## config.mk

```make
export PLATFORM = sky130hd
export DESIGN_NAME = phrase_window_match_responder
export DESIGN_NICKNAME = d
export VERILOG_FILES = /design/src/design/pwm_pkg.sv /design/src/design/pwm_cell.sv /design/src/design/pwm_reply.sv /design/src/design/phrase_window_match_responder.sv
export SDC_FILE = /design/constraint.sdc
export NUM_CORES = 1
export LEC_CHECK = 0
export ABC_AREA = 1
export ABC_CLOCK_PERIOD_IN_PS = 5400
export BUFFER_PORTS_ARGS = -buffer_cell sky130_fd_sc_hd__buf_2
export CAP_MARGIN = 20
export CORE_MARGIN = 1.5
export CORE_UTILIZATION = 55
export CTS_BUF_LIST = sky130_fd_sc_hd__clkbuf_8 sky130_fd_sc_hd__clkbuf_16
export DETAILED_ROUTE_END_ITERATION = 12
export PLACE_DENSITY = 0.7
export SYNTH_ARGS = -nofsm -noshare
export SYNTH_HDL_FRONTEND = slang
export SYNTH_SLANG_ARGS = --single-unit
```

## constraint.sdc

```tcl
create_clock -name i_clk -period 5.4 [get_ports i_clk]
set_input_delay 1.35 -clock i_clk [delete_from_list [all_inputs] [get_ports i_clk]]
set_output_delay 1.35 -clock i_clk [all_outputs]
set_load 0.05 [all_outputs]
```

## src/design/pwm_pkg.sv

```systemverilog
// Shared types and constants of the phrase window match responder.
package pwm_pkg;

    localparam int WINDOW_LENGTH = 16;
    localparam int PHRASE_WIDTH  = 64;
    localparam int BYTE_WIDTH    = 8;
    localparam int REPLY_CNT_W   = 3;

    localparam logic [PHRASE_WIDTH-1:0] PHRASE_FIRST_RESET  = 64'h6E61_205E_2065_6874;
    localparam logic [PHRASE_WIDTH-1:0] PHRASE_SECOND_RESET = 64'h7379_656B_2076_2064;

    localparam logic [BYTE_WIDTH-1:0] REPLY_V  = 8'h76;
    localparam logic [BYTE_WIDTH-1:0] REPLY_CR = 8'h0D;

    localparam logic [REPLY_CNT_W-1:0] REPLY_LEN_HIGH = 3'd4;
    localparam logic [REPLY_CNT_W-1:0] REPLY_LEN_LOW  = 3'd1;

    localparam logic CFG_PHRASE_FIRST  = 1'b0;
    localparam logic CFG_PHRASE_SECOND = 1'b1;

    typedef struct packed {
        logic [BYTE_WIDTH-1:0] rx_byte;
        logic                  switch_high;
    } t_in_item;

    typedef struct packed {
        logic [BYTE_WIDTH-1:0] reply_byte;
        logic                  reply_last;
    } t_out_item;

    typedef struct packed {
        logic load;
        logic switch_high;
    } t_reply_req;

endpackage

```

## src/design/pwm_cell.sv

```systemverilog
// One window cell: holds a byte, passes it to the older neighbor, flags a phrase hit.
module pwm_cell
    import pwm_pkg::*;
(
    input  logic                  i_clk,
    input  logic                  i_rst_n,
    input  logic                  i_shift,
    input  logic [BYTE_WIDTH-1:0] i_byte,
    input  logic [BYTE_WIDTH-1:0] i_phrase_char,
    output logic [BYTE_WIDTH-1:0] o_byte,
    output logic                  o_hit
);

    logic [BYTE_WIDTH-1:0] r_byte;
    logic                  r_hit;

    always_ff @(posedge i_clk) begin
        if (!i_rst_n) begin
            r_byte <= '0;
        end else if (i_shift) begin
            r_byte <= i_byte;
        end
    end

    always_ff @(posedge i_clk) begin
        if (i_shift) begin
            r_hit <= (i_byte == i_phrase_char);
        end
    end

    assign o_byte = r_byte;
    assign o_hit  = r_hit;

endmodule

```

## src/design/pwm_reply.sv

```systemverilog
// Reply sequencer: plays out 'v','v','v',CR or CR alone, one byte per transfer.
module pwm_reply
    import pwm_pkg::*;
(
    input  logic       i_clk,
    input  logic       i_rst_n,
    input  t_reply_req i_req,
    output logic       o_free,
    output logic       o_valid,
    input  logic       i_stall,
    output t_out_item  o_data
);

    logic [REPLY_CNT_W-1:0] r_cnt;
    logic [REPLY_CNT_W-1:0] n_cnt;

    always_comb begin
        n_cnt = r_cnt;
        if (i_req.load) begin
            n_cnt = i_req.switch_high ? REPLY_LEN_HIGH : REPLY_LEN_LOW;
        end else if (o_valid && !i_stall) begin
            n_cnt = r_cnt - REPLY_CNT_W'(1);
        end
    end

    always_ff @(posedge i_clk) begin
        if (!i_rst_n) begin
            r_cnt <= '0;
        end else begin
            r_cnt <= n_cnt;
        end
    end

    assign o_valid = (r_cnt != '0);
    assign o_free  = (r_cnt == '0) || ((r_cnt == REPLY_LEN_LOW) && !i_stall);
    assign o_data.reply_last = (r_cnt == REPLY_LEN_LOW);
    assign o_data.reply_byte = (r_cnt == REPLY_LEN_LOW) ? REPLY_CR : REPLY_V;

    a_cnt_range: assert property (@(posedge i_clk) disable iff (!i_rst_n)
        r_cnt <= REPLY_LEN_HIGH)
        else $error("reply count out of range");

    a_load_free: assert property (@(posedge i_clk) disable iff (!i_rst_n)
        i_req.load |-> o_free)
        else $error("reply loaded while busy");

    a_last_cr: assert property (@(posedge i_clk) disable iff (!i_rst_n)
        o_valid |-> (o_data.reply_last == (o_data.reply_byte == REPLY_CR)))
        else $error("last flag not on CR");

endmodule

```

## src/design/phrase_window_match_responder.sv

```systemverilog
// Top level: window cell chain, match stage and reply sequencer of the phrase responder.
//
// A received byte shifts into a chain of WINDOW_LENGTH cells (oldest at cell 0); each cell
// compares its new byte with its phrase character, and in the cycle after the transfer the
// AND of all cell hits decides the match; the reply count is then registered before the first
// reply byte can transfer. Bytes that do not match are taken one per cycle. A match waits only
// while the reply sequencer is still busy with an earlier reply, so matches in a row are taken
// one per reply, the next as the earlier one's CR transfers; one per cycle with the switch low
// if the output does not stall. The reply sequencer is the bound. The user must write the phrase
// registers through the cfg port only while the block is idle; the block does not enforce it.
module phrase_window_match_responder
    import pwm_pkg::*;
(
    input  logic                    i_clk,
    input  logic                    i_rst_n,
    input  logic                    i_in_valid,
    output logic                    o_in_stall,
    input  t_in_item                i_in_data,
    output logic                    o_out_valid,
    input  logic                    i_out_stall,
    output t_out_item               o_out_data,
    input  logic                    i_cfg_we,
    input  logic                    i_cfg_index,
    input  logic [PHRASE_WIDTH-1:0] i_cfg_data
);

    logic [PHRASE_WIDTH-1:0]   r_phrase_first;
    logic [PHRASE_WIDTH-1:0]   r_phrase_second;
    logic [2*PHRASE_WIDTH-1:0] w_phrase;

    logic                      r_s1_valid;
    logic                      r_s1_switch;
    logic                      w_accept;
    logic                      w_match;
    logic                      w_s1_leave;
    logic                      w_free;
    t_reply_req                w_req;

    logic [BYTE_WIDTH-1:0]     w_bytes [WINDOW_LENGTH+1];
    logic [WINDOW_LENGTH-1:0]  w_hits;

    always_ff @(posedge i_clk) begin
        if (!i_rst_n) begin
            r_phrase_first  <= PHRASE_FIRST_RESET;
            r_phrase_second <= PHRASE_SECOND_RESET;
        end else if (i_cfg_we) begin
            case (i_cfg_index)
                CFG_PHRASE_FIRST: begin
                    r_phrase_first <= i_cfg_data;
                end
                CFG_PHRASE_SECOND: begin
                    r_phrase_second <= i_cfg_data;
                end
                default: begin
                end
            endcase
        end
    end

    assign w_phrase = {r_phrase_second, r_phrase_first};
    assign w_accept = i_in_valid && !o_in_stall;
    assign w_bytes[WINDOW_LENGTH] = i_in_data.rx_byte;

    for (genvar k = 0; k < WINDOW_LENGTH; k++) begin : g_cell
        pwm_cell u_cell (
            .i_clk         (i_clk),
            .i_rst_n       (i_rst_n),
            .i_shift       (w_accept),
            .i_byte        (w_bytes[k+1]),
            .i_phrase_char (w_phrase[BYTE_WIDTH*k +: BYTE_WIDTH]),
            .o_byte        (w_bytes[k]),
            .o_hit         (w_hits[k])
        );
    end

    assign w_match    = &w_hits;
    assign w_s1_leave = r_s1_valid && (!w_match || w_free);
    assign o_in_stall = r_s1_valid && !w_s1_leave;

    always_ff @(posedge i_clk) begin
        if (!i_rst_n) begin
            r_s1_valid <= 1'b0;
        end else if (w_accept) begin
            r_s1_valid <= 1'b1;
        end else if (w_s1_leave) begin
            r_s1_valid <= 1'b0;
        end
    end

    always_ff @(posedge i_clk) begin
        if (w_accept) begin
            r_s1_switch <= i_in_data.switch_high;
        end
    end

    assign w_req.load        = w_s1_leave && w_match;
    assign w_req.switch_high = r_s1_switch;

    pwm_reply u_reply (
        .i_clk   (i_clk),
        .i_rst_n (i_rst_n),
        .i_req   (w_req),
        .o_free  (w_free),
        .o_valid (o_out_valid),
        .i_stall (i_out_stall),
        .o_data  (o_out_data)
    );

    a_stall_pending: assert property (@(posedge i_clk) disable iff (!i_rst_n)
        o_in_stall |-> r_s1_valid)
        else $error("input stalled with empty match stage");

    a_hold_pending: assert property (@(posedge i_clk) disable iff (!i_rst_n)
        (r_s1_valid && !w_s1_leave) |=> r_s1_valid)
        else $error("pending item lost");

    a_match_waits: assert property (@(posedge i_clk) disable iff (!i_rst_n)
        (r_s1_valid && w_match && !w_free) |-> o_in_stall)
        else $error("match passed a busy reply sequencer");

endmodule

```

Yosys cells after proc, flatten, opt, wreduce, memory -nomap -nowiden
Cells that the tools add are included.
{"block": "op_classes", "n_addsub": 1, "n_eq_ne": 17, "muxes": 6, "bitwise_logic": 1, "reduce_logical": 19}
{"cell": "equality test 8 bit", "n": 16}
{"cell": "AND reduction 16 bit", "n": 1}
{"cell": "2-to-1 mux 3 bit", "n": 3}
{"cell": "2-to-1 mux 7 bit", "n": 1}
{"cell": "logical AND 1 bit", "n": 6}
{"cell": "zero test 1 bit", "n": 4}
{"cell": "AND reduction 2 bit", "n": 2}
{"cell": "nonzero test 2 bit", "n": 2}
{"cell": "equality test 3 x 1 -> 1 bit (second input constant)", "n": 1}
{"cell": "zero test 3 bit", "n": 1}
{"cell": "nonzero test 3 bit", "n": 1}
{"cell": "subtractor 3 x 1 -> 3 bit (second input constant)", "n": 1}
{"cell": "logical OR 1 bit", "n": 2}
{"cell": "2-to-1 mux 1 bit", "n": 2}
{"cell": "NOT 1 bit", "n": 1}
{"block": "word_totals", "ff_bits": 269, "input_bits": 79, "out_inout_bits": 11, "elab_cells": 80}

Depth between registers and ports, before layout
{"block": "logic_depth", "word_depth": 10, "ltp_mapped": 11, "depth_no_buf": 9}

Modules after synthesis
From an unflattened synthesis, not the netlist that was laid out.
{"block": "unflattened", "cells_unflattened": 1813, "hier_area_um2": 12299.3}
{"mod": "pwm_cell", "instances": 16, "cells_each": 74, "area_each_um2": 465.4, "seq_area_each_um2": 190.2}
{"mod": "phrase_window_match_responder", "instances": 1, "cells_each": 581, "area_each_um2": 4545.6, "seq_area_each_um2": 2612.5}
{"mod": "pwm_reply", "instances": 1, "cells_each": 48, "area_each_um2": 306.5, "seq_area_each_um2": 60.1}

Worst setup path before layout
No wires, ideal clock.
{"block": "synth_path", "path_kind": "input-to-output", "startpoint": "input i_out_stall", "endpoint": "output o_in_stall", "arrival_time_ns": 2.397, "required_ns": 4.050, "path_slack_ns": 1.653, "path_stages": 8, "n_path_buf": 2, "path_cell_list": "inv_1 nand3_1 nand2_1 inv_2 nand3_2 buf_4 buf_2 inv_1"}
{"block": "synth_via", "elab_chain_len": 7}
{"item": "from (decl)", "line": "phrase_window_match_responder.sv:20", "source": "input logic i_out_stall,"}
{"item": "zero test 1 bit", "line": "pwm_reply.sv:35", "source": "assign o_free = (r_cnt == '0) || ((r_cnt == REPLY_LEN_LOW) && !i_stall);"}
{"item": "logical AND 1 bit", "line": "pwm_reply.sv:35"}
{"item": "logical OR 1 bit", "line": "pwm_reply.sv:35"}
{"item": "logical OR 1 bit", "line": "phrase_window_match_responder.sv:77", "source": "assign w_s1_leave = r_s1_valid && (!w_match || w_free);"}
{"item": "logical AND 1 bit", "line": "phrase_window_match_responder.sv:77"}
{"item": "zero test 1 bit", "line": "phrase_window_match_responder.sv:78", "source": "assign o_in_stall = r_s1_valid && !w_s1_leave;"}
{"item": "logical AND 1 bit", "line": "phrase_window_match_responder.sv:78"}
{"item": "to (decl)", "line": "phrase_window_match_responder.sv:17", "source": "output logic o_in_stall,"}
Every way passes these cells.

Worst setup path after layout
Same ends and word-level chain as after synthesis.

==> impl_metrics.ini <==
[setup_path]
critPathMaxStageDelay_ns = 0.26
cpMaxStageDelayCell = sky130_fd_sc_hd__buf_2
critPathTopFamily = buffers and inverters
required_ns = 4.05
critPathCaptureType = output port
timing.critical_path.arrival_ns = 2.18
timing.setup.critical_path_class = in -> out
timing.critical_path.from_type = input port
crit_fanout = 3
path_cells = buf_2 > inv_1 > nand3_1 > nand2_1 > inv_2 > nand3_4 > inv_1 > buf_2
path_buf_inv = 5

[sta]
timing.final.crit_share_pct = 65.4
slew_violations = 0
worst_pin_slew_ns = 1.07
period_needed_ns = 3.53
setup_viol = 0
finalSetupTns_ns = 0
max_clock_freq_mhz = 283
post_route_clock_skew_ns = 0.0154
max_slew_margin_pct = 29.0
rsz0062_at_grt = no
hold_violations = 0

[power]
vdd_drop_max_v = 0.000253
p_seq_share_pct = 46.4
power_per_cell_area_mw_per_mm2 = 368
power.internal_mw = 3.52
p_clk_share_pct = 39.1
combPwrFrac_pct = 14.6
cellLeakagePower_nw = 5.83
finalPower_mw = 4.87
power.share.switching_pct = 27.7
power.switching_mw = 1.35

[layout]
post_layout_nonfiller_instances = 1931
post_route_cells_drive_above_1_share_pct = 9.90
nNetsFinal = 1716
insertedDiodeCount = 0
area_growth_from_synthesis_to_final_layout_pct = 10.8

[floorplan]
design.die.area_mm2 = 0.0226
row_count = 53
core_area_mm2 = 0.0212
boundary_pin_count = 90
initial_utilization_pct = 56.5
die-width_um = 150
dieHeight_um = 150

[synth]
synth_common_cells = sky130_fd_sc_hd__nor2_1, sky130_fd_sc_hd__nand2_1, sky130_fd_sc_hd__dfxtp_1, sky130_fd_sc_hd__nand3_1, sky130_fd_sc_hd__inv_1
syn-cell-area_mm2 = 0.0119
synth.net_count = 1701
postSynthCellCount = 1619
synth_warnings = 0
yosys.area.top_type = sky130_fd_sc_hd__dfxtp_1
synth_largest_type_area_fraction_pct = 42.2
synthTopCellsByArea = sky130_fd_sc_hd__dfxtp_1, sky130_fd_sc_hd__nor2_1, sky130_fd_sc_hd__nand2_1
asyncSetResetFlopFracSynth_pct = 0
post_synth_edffs = 17
ys_seq_area_share_pct = 46.5
count_of_cell_types_in_the_netlist = 25
yosysMostFrequentCell = sky130_fd_sc_hd__nor2_1
syn-mean-instance-area_um2 = 7.38
ys.flop_type = sky130_fd_sc_hd__dfxtp_1
flop_and_latch_count_out_of_synthesis = 269

[global_route]
grt_pass1_wl_mm = 46.5
global_route.usage.total_pct = 25.4
globalRoute.totalOverflow = 0
grt_pass1_vias = 9426
grt_start_max_net_pins = 242
antenna_found_initial = 0

[min_path]
holdCritPathClass = reg -> reg

[cts]
post_cts_resize_count = 0
tritoncts = done
cts_buffers = 29
number_of_hold_repair_buffers_added_at_the_cts_stage = 0
clock-root-buffer = sky130_fd_sc_hd__clkbuf_16
clk_pin_slew_ns = 0.06
htree_depth = 1
numClockSinks = 269
clkLatencyLatePin_ns = 0.55
clockBufferDepth = 3
cts_setup_buffers = 0

[detailed_routing]
route.detailed.drc = 0
drt_pre_antenna_iters = 5
post_drt_via_cell_ratio = 5.24
final_antenna_net_count = 0
vias = 10100
routed_wl_mm = 28.4
drt_first_iter_violations = 693
route.detailed.wl_per_inst_um = 14.7

[status]
run_status = completed

[place]
gp_congestion = 0.817
buffer_ports.inserted = 87
placed_cells_incl_taps = 1878
dp_hpwl_mm = 17.9

[job]
max-cap-violations = 0
[state kept, by name, summed over array words and instances (netlist names)]
| signal | cells |
|---|---|
| g_cell.u_cell.o_byte | 120 |
| g_cell.u_cell.o_hit | 16 |
| r_phrase_first | 64 |
| r_phrase_second | 64 |
| r_s1_switch | 1 |
| r_s1_valid | 1 |
| u_reply.r_cnt | 3 |
[per-stage QoR]
| stage | hold slack [ns] | utilization (%) | instance area (µm²) | setup WS [ns] |
|---|---|---|---|---|
| floorplan | 0.443 | - | 11900 | 1.65 |
| global placement | 0.461 | 58.2 | 12300 | 1.90 |
| detailed placement | 0.465 | 58.2 | 12300 | 1.86 |
| CTS | 0.480 | 62.6 | 13200 | 1.86 |
| global route | 0.494 | 62.6 | 13200 | 1.80 |
| finish | 0.479 | 62.6 | 13200 | 1.87 |
[worst reg2reg max path, delay by kind of cell (launching register included)]
| kind | cells | cell delay [ns] |
|---|---|---|
| fa+ha+maj | 1 | 0.17 |
| buf+inv | 3 | 0.70 |
| flops | 1 | 0.34 |
| simple gates | 6 | 0.91 |
[cells in the final DEF (no fill, tap or decap)]
| cell | synthesis | final |
|---|---|---|
| sky130_fd_sc_hd__nor2_2 | 1 | 1 |
| sky130_fd_sc_hd__clkbuf_16 | 0 | 29 |
| sky130_fd_sc_hd__clkinvlp_4 | 0 | 1 |
| sky130_fd_sc_hd__ha_1 | 3 | 3 |
| sky130_fd_sc_hd__nand4_1 | 33 | 33 |
| sky130_fd_sc_hd__inv_2 | 4 | 4 |
| sky130_fd_sc_hd__buf_2 | 21 | 85 |
| sky130_fd_sc_hd__nor3_1 | 7 | 7 |
| sky130_fd_sc_hd__nor2_4 | 0 | 1 |
| sky130_fd_sc_hd__bufinv_16 | 0 | 1 |
| sky130_fd_sc_hd__o21ai_0 | 75 | 75 |
| sky130_fd_sc_hd__nor2_1 | 281 | 280 |
| sky130_fd_sc_hd__nand3_4 | 0 | 1 |
| sky130_fd_sc_hd__xnor2_1 | 114 | 114 |
| sky130_fd_sc_hd__buf_4 | 8 | 10 |
| sky130_fd_sc_hd__or2_2 | 14 | 14 |
| sky130_fd_sc_hd__clkinv_2 | 0 | 4 |
| sky130_fd_sc_hd__nor3_2 | 1 | 1 |
| sky130_fd_sc_hd__inv_1 | 129 | 139 |
| sky130_fd_sc_hd__buf_6 | 7 | 2 |
| sky130_fd_sc_hd__dfxtp_1 | 252 | 252 |
| sky130_fd_sc_hd__nand2_2 | 0 | 1 |
| sky130_fd_sc_hd__clkbuf_8 | 0 | 7 |
| sky130_fd_sc_hd__a21oi_1 | 123 | 123 |
| sky130_fd_sc_hd__conb_1 | 2 | 2 |
| sky130_fd_sc_hd__buf_12 | 0 | 1 |
| sky130_fd_sc_hd__nand3_1 | 178 | 178 |
| sky130_fd_sc_hd__xor2_1 | 1 | 1 |
| sky130_fd_sc_hd__inv_6 | 0 | 1 |
| sky130_fd_sc_hd__edfxtp_1 | 17 | 17 |
| sky130_fd_sc_hd__nand2_1 | 268 | 267 |
| sky130_fd_sc_hd__and3_1 | 1 | 1 |
[final timing paths]
| kind | endpoint | from | depth (start not counted) | slack, ns |
|---|---|---|---|---|
| worst max-delay path | o_in_stall | i_out_stall | 8 | 1.87 |
| worst min-delay path | r_phrase_first[54] | r_phrase_first[54] | 2 | 0.48 |
| worst max register to register | g_cell[1].u_cell.o_byte[3] | u_reply.r_cnt[0] | 10 | 3.19 |
| worst min register to register | r_phrase_first[54] | r_phrase_first[54] | 2 | 0.48 |
[area by class of cell]
cell class | instances | area [µm²]
flip-flops and latches | 269 | 5560
clock buffers | 36 | 822
fillers | 1940 | 7910
well taps | 275 | 344
multi-input cells | 1103 | 5370
repair buffers | 98 | 543
clock inverters | 17 | 104
inverters | 133 | 499
[power by group through the flow]
stage,registers [mW],clock network (mW),logic [mW]
after detailed placement,2.30,0,0.708
after floorplan,2.26,0,0.581
after global placement,2.30,0,0.694
after global routing,2.27,2.02,0.803
after CTS,2.26,1.93,0.712
final,2.26,1.90,0.709
[kinds of logic after synthesis]
group                    synth area share (%)
AND/OR/NAND/NOR                          27.7
buffers and inverters                    8.67
adder cells (fa/ha/maj)                 0.314
other                                  0.0629
XOR/XNOR                                 8.43
flip-flops                               46.5
AO/OA/AOI/OAI                            8.29
[per-layer routing]
metal	track usage, %	wire [µm]	vias up
li1	-	-	5162
met1	34.6	13100	4684
met2	42.8	13300	225
met3	3.24	1440	39
met4	6.23	565	0
met5	0	0	-
Power figures use the tool's default switching activity.
